[config.mk]
export PLATFORM = sky130hd
export DESIGN_NAME = clpm_ctrl
export DESIGN_NICKNAME = d
export VERILOG_FILES = /design/src/hdl/clpm_pkg.sv /design/src/hdl/clpm_ctrl.sv
export SDC_FILE = /design/constraint.sdc
export NUM_CORES = 1
export LEC_CHECK = 0
export ABC_AREA = 0
export BUFFER_PORTS_ARGS = -buffer_cell sky130_fd_sc_hd__buf_2
export CAP_MARGIN = 20
export CELL_PAD_IN_SITES_DETAIL_PLACEMENT = 1
export CELL_PAD_IN_SITES_GLOBAL_PLACEMENT = 2
export CORE_AREA = 2 2 39 41
export CTS_BUF_LIST = sky130_fd_sc_hd__clkbuf_16
export DETAILED_ROUTE_END_ITERATION = 10
export DIE_AREA = 0 0 41 43
export PLACE_DENSITY_LB_ADDON = 0.15
export SETUP_SLACK_MARGIN = 0.02
export SLEW_MARGIN = 15
export SYNTH_ARGS = -nofsm -noshare
export SYNTH_HDL_FRONTEND = slang
export SYNTH_SLANG_ARGS = --single-unit
[constraint.sdc]
create_clock -name clk -period 1.2 [get_ports clk]
set_input_delay 0.24 -clock clk [delete_from_list [all_inputs] [get_ports clk]]
set_output_delay 0.24 -clock clk [all_outputs]
set_load 0.03 [all_outputs]
[src/hdl/clpm_pkg.sv]
// Shared constants, register codes and control types for the lag product mean block.
package clpm_pkg;

  localparam int MAX_LAG   = 255;
  localparam int MAX_TIME  = 4096;

  localparam int SAMPLE_W  = 16;
  localparam int LAG_W     = 9;
  localparam int TC_W      = 13;
  localparam int CFG_W     = 13;
  localparam int CFG_IDX_W = 1;
  localparam int MEAN_W    = 33;
  localparam int PROD_W    = 2 * SAMPLE_W;
  localparam int DLY_W     = 2 * SAMPLE_W;
  localparam int SUM_W     = 45;
  localparam int ADDR_W    = $clog2(MAX_LAG);
  localparam int DIV_W     = SUM_W - 1;
  localparam int DIV_CNT_W = $clog2(DIV_W);

  localparam logic [CFG_IDX_W-1:0] REG_LAG       = 1'b0;
  localparam logic [CFG_IDX_W-1:0] REG_GATE_SIZE = 1'b1;

  typedef struct packed {
    logic capture;
    logic mul;
    logic acc;
    logic div_load;
    logic div_step;
    logic load;
  } dp_cmd_t;

  typedef struct packed {
    logic gate_end;
    logic div_done;
  } dp_status_t;

endpackage

[src/hdl/clpm_ctrl.sv]
// Controller: sequences capture, multiply, accumulate, divide and result hand-off.
module clpm_ctrl (
  input  logic                 clk,
  input  logic                 rst,
  input  logic                 in_valid,
  output logic                 in_ready,
  output logic                 out_valid,
  input  logic                 out_ready,
  output clpm_pkg::dp_cmd_t    cmd,
  input  clpm_pkg::dp_status_t status
);

  localparam logic [2:0] S_IDLE  = 3'd0;
  localparam logic [2:0] S_MUL   = 3'd1;
  localparam logic [2:0] S_ACC   = 3'd2;
  localparam logic [2:0] S_DLOAD = 3'd3;
  localparam logic [2:0] S_DIV   = 3'd4;
  localparam logic [2:0] S_OUT   = 3'd5;

  logic [2:0] state, state_next;
  logic       out_free;

  assign in_ready = state == S_IDLE;
  assign out_free = !out_valid || out_ready;

  assign cmd.capture  = in_valid && in_ready;
  assign cmd.mul      = state == S_MUL;
  assign cmd.acc      = state == S_ACC;
  assign cmd.div_load = state == S_DLOAD;
  assign cmd.div_step = state == S_DIV;
  assign cmd.load     = (state == S_OUT) && out_free;

  always_comb begin
    state_next = state;
    unique case (state)
      S_IDLE:  if (in_valid) begin
                 state_next = S_MUL;
               end
      S_MUL:   state_next = S_ACC;
      S_ACC:   state_next = status.gate_end ? S_DLOAD : S_IDLE;
      S_DLOAD: state_next = S_DIV;
      S_DIV:   if (status.div_done) begin
                 state_next = S_OUT;
               end
      S_OUT:   if (out_free) begin
                 state_next = S_IDLE;
               end
      default: state_next = S_IDLE;
    endcase
  end

  always_ff @(posedge clk) begin
    if (rst) begin
      state     <= S_IDLE;
      out_valid <= 1'b0;
    end else begin
      state <= state_next;
      priority if (cmd.load) begin
        out_valid <= 1'b1;
      end else if (out_ready) begin
        out_valid <= 1'b0;
      end
    end
  end

endmodule

==> out/qor.yml <==
die:
  pin_count: 14
  fp.dieH_um: 43
  rows: 14
  die_w_um: 41
  coreArea_mm2: 0.00138
  initial_core_util_pct: 18.4
  die-area_mm2: 0.00176
logic_synthesis:
  ys_warn_count: 0
  avgSynthCellArea_um2: 8.51
  synth_nets: 36
  ys_seq_elements: 4
  synth_top_cell_area_share_pct: 31.4
  synth_cell_types: 17
  synth_area_leaders: "dfxtp_1, buf_12, nor3_1, buf_4, nand3b_1"
  synthCells: 30
  yosys.area.top_type: "dfxtp_1"
  syn_area_um2: 255
  synth-seq-area-share_pct: 31.4
setup_path:
  cpMostUsedCell: "buf_6"
  r2r_slack_ns: -0.05
  cpPeakStageDelay_ns: 0.34
  required_ns: 0.96
  path_buf_inv: 2
  worstPathMaxFanout: 4
  crit_family: "flip-flops"
  startpoint_type: "flop"
  arrival_ns: 1.14
  cp_slowest_cell: "dfxtp_4"
  critical_path_class: "reg -> out"
  worst_setup_path_end_kind: "output port"
  worstPathCellList: "buf_6, nor3_4, and2_4, buf_6"
clock_network:
  cts_inserted_buffers: 3
  tritoncts: "done"
  cts-root-buf: "clkbuf_16"
  postCtsHoldBufs: 0
  cts.path.max_buffers: 2
  cts_sinks: 4
  clock_latency_ns: 0.22
  clkTransAtPathRegs_ns: 0.03
  cts-htree-levels: 1
placement:
  place.gp.congestion: 0.667
  place_hpwl_um: 636
  port_buffers: 13
  pre_cts_ws_ns: -0.0238
timing:
  fmax_ghz: 0.726
  whs_ns: 0.275
  hold_viol: 0
  grt_setup_unrepaired: "true"
  period_minus_slack_ns: 1.38
  finalClockSkew_ns: 0.00236
  tightest_slew_ns: 0.193
  setup_viol: 8
  period_share_pct: 115
  fin_setup_tns_ns: -1.01
  slew_headroom_pct: 87.0
  fin_ws_ns: -0.177
  drv_slew: 0
detailed_routing:
  wire_per_inst_um: 12.7
  routed-via-count: 318
  drtAntennaViolNets: 0
  routed_wl_um: 899
  first_pass_iters: 2
  route.detailed.drc: 0
  avgViaCountPerCell: 4.48
  dr.first_iter.drc_count: 2
power_and_ir_drop:
  clockPowerShare_pct: 61.9
  switching_share_pct: 22.4
  switching_power_mw: 0.188
  vdd_drop_max_uv: 562
  leakagePower_nw: 0.262
  finalPower_mw: 0.838
  comb_power_share_pct: 20.2
  p_seq_share_pct: 17.9
  internal-power_mw: 0.651
  cellPowerDensity_mw_per_mm2: 1470
global_route:
  grt_overflow: 0
  grt.total_usage_pct: 13.6
  grt_first_pass_wirelength_um: 1590
  antenna_found_initial: 0
  grt_pass1_vias: 366
  grt_max_degree: 8
worst_hold_path:
  hp-class: "in -> reg"
cells_and_area:
  area_growth_pct: 123
  finalNetCount: 63
  antenna_cells: 0
  drive_gt1_share_pct: 72.7
run_status:
  status: "finished with violations"
  violations: "negative setup slack"
job:
  drv_cap: 0
-- worst register-to-register path, delay by kind of cell, from the launching register on --
kind                   cells  cell delay, ns
buffers and inverters      2            0.21
and+or+nand+nor            2            0.36
muxes                      1            0.21
DFF                        1            0.35
-- power by group through the flow --
stage / Sequential, mW / Clock (mW) / Combinational [mW]
floorplan: 0.146 / 0 / 0.0981
global placement: 0.152 / 0 / 0.126
CTS: 0.150 / 0.524 / 0.160
finish: 0.150 / 0.519 / 0.170
global route: 0.151 / 0.542 / 0.182
detailed placement: 0.152 / 0 / 0.129
-- synth_stat cells (all sizes together) --
master,instances
nand2,2
nor3b,2
a211oi,1
nand2b,2
or3,1
and2,1
dfxtp,4
and2b,1
a31o,1
nor4,1
buf,3
mux2i,1
a21oi,1
nor2,3
nand3b,2
nor3,4
-- layer usage --
metal	GRT usage (%)	part of all wire, %	vias to the layer above
met2	20.9	53	10
met4	8.00	0	0
met1	15.8	43	153
met3	3.66	3.8	0
li1	-	-	155
met5	0	0	-
-- placed cells by master (no fill, tap or decap), types with 2 or more instances in the layout --
master / count
buf_2: 7
buf_4: 11
nor3_1: 3
nor2_1: 2
nand3b_1: 2
buf_6: 7
dfxtp_4: 2
clkbuf_16: 3
nand2_1: 2
-- area by class of cell --
cell class	instances	area, um^2
Clock buffer	3	75.1
Multi-Input combinational cell	23	189
Timing Repair Buffer	25	196
Tap cell	16	20.0
Fill cell	166	815
Sequential cell	4	88.8
-- what timing repair did --
item,4_1_cts,5_1_grt
endpoints found under the setup margin,8,8
resized for setup,19,4
buffers inserted,2,1
pin swaps,3,2
-- flip-flops by register name, summed over array words and instances (netlist names) --
name,count
state,3
out_valid,1
-- kinds of logic (layout without fill, tap and decap cells) --
group,Yosys count,after routing,synth area share [%]
simple gates,19,19,42.6
compound gates,3,3,8.33
mux,1,1,3.92
flops,4,4,31.4
buf+inv,3,28,13.7
-- stage by stage --
stage / std cells / utilization (%) / area, um^2
2_1_floorplan: 30 / - / 279
3_3_place_gp: 65 / 28.7 / 397
3_5_place_dp: 65 / 28.7 / 397
4_1_cts: 70 / 39.3 / 544
5_1_grt: 71 / 41.1 / 569
6_report: 71 / 41.1 / 569
-- path summary, 6_finish.rpt --
path	from	endpoint	cells past startpoint
setup / recovery	state[2]	cmd[5]	4
hold / removal	rst	state[1]	2
setup reg to reg	state[2]	state[0]	5
hold reg to reg	state[1]	state[1]	2
(Power assumes the default switching activity.)
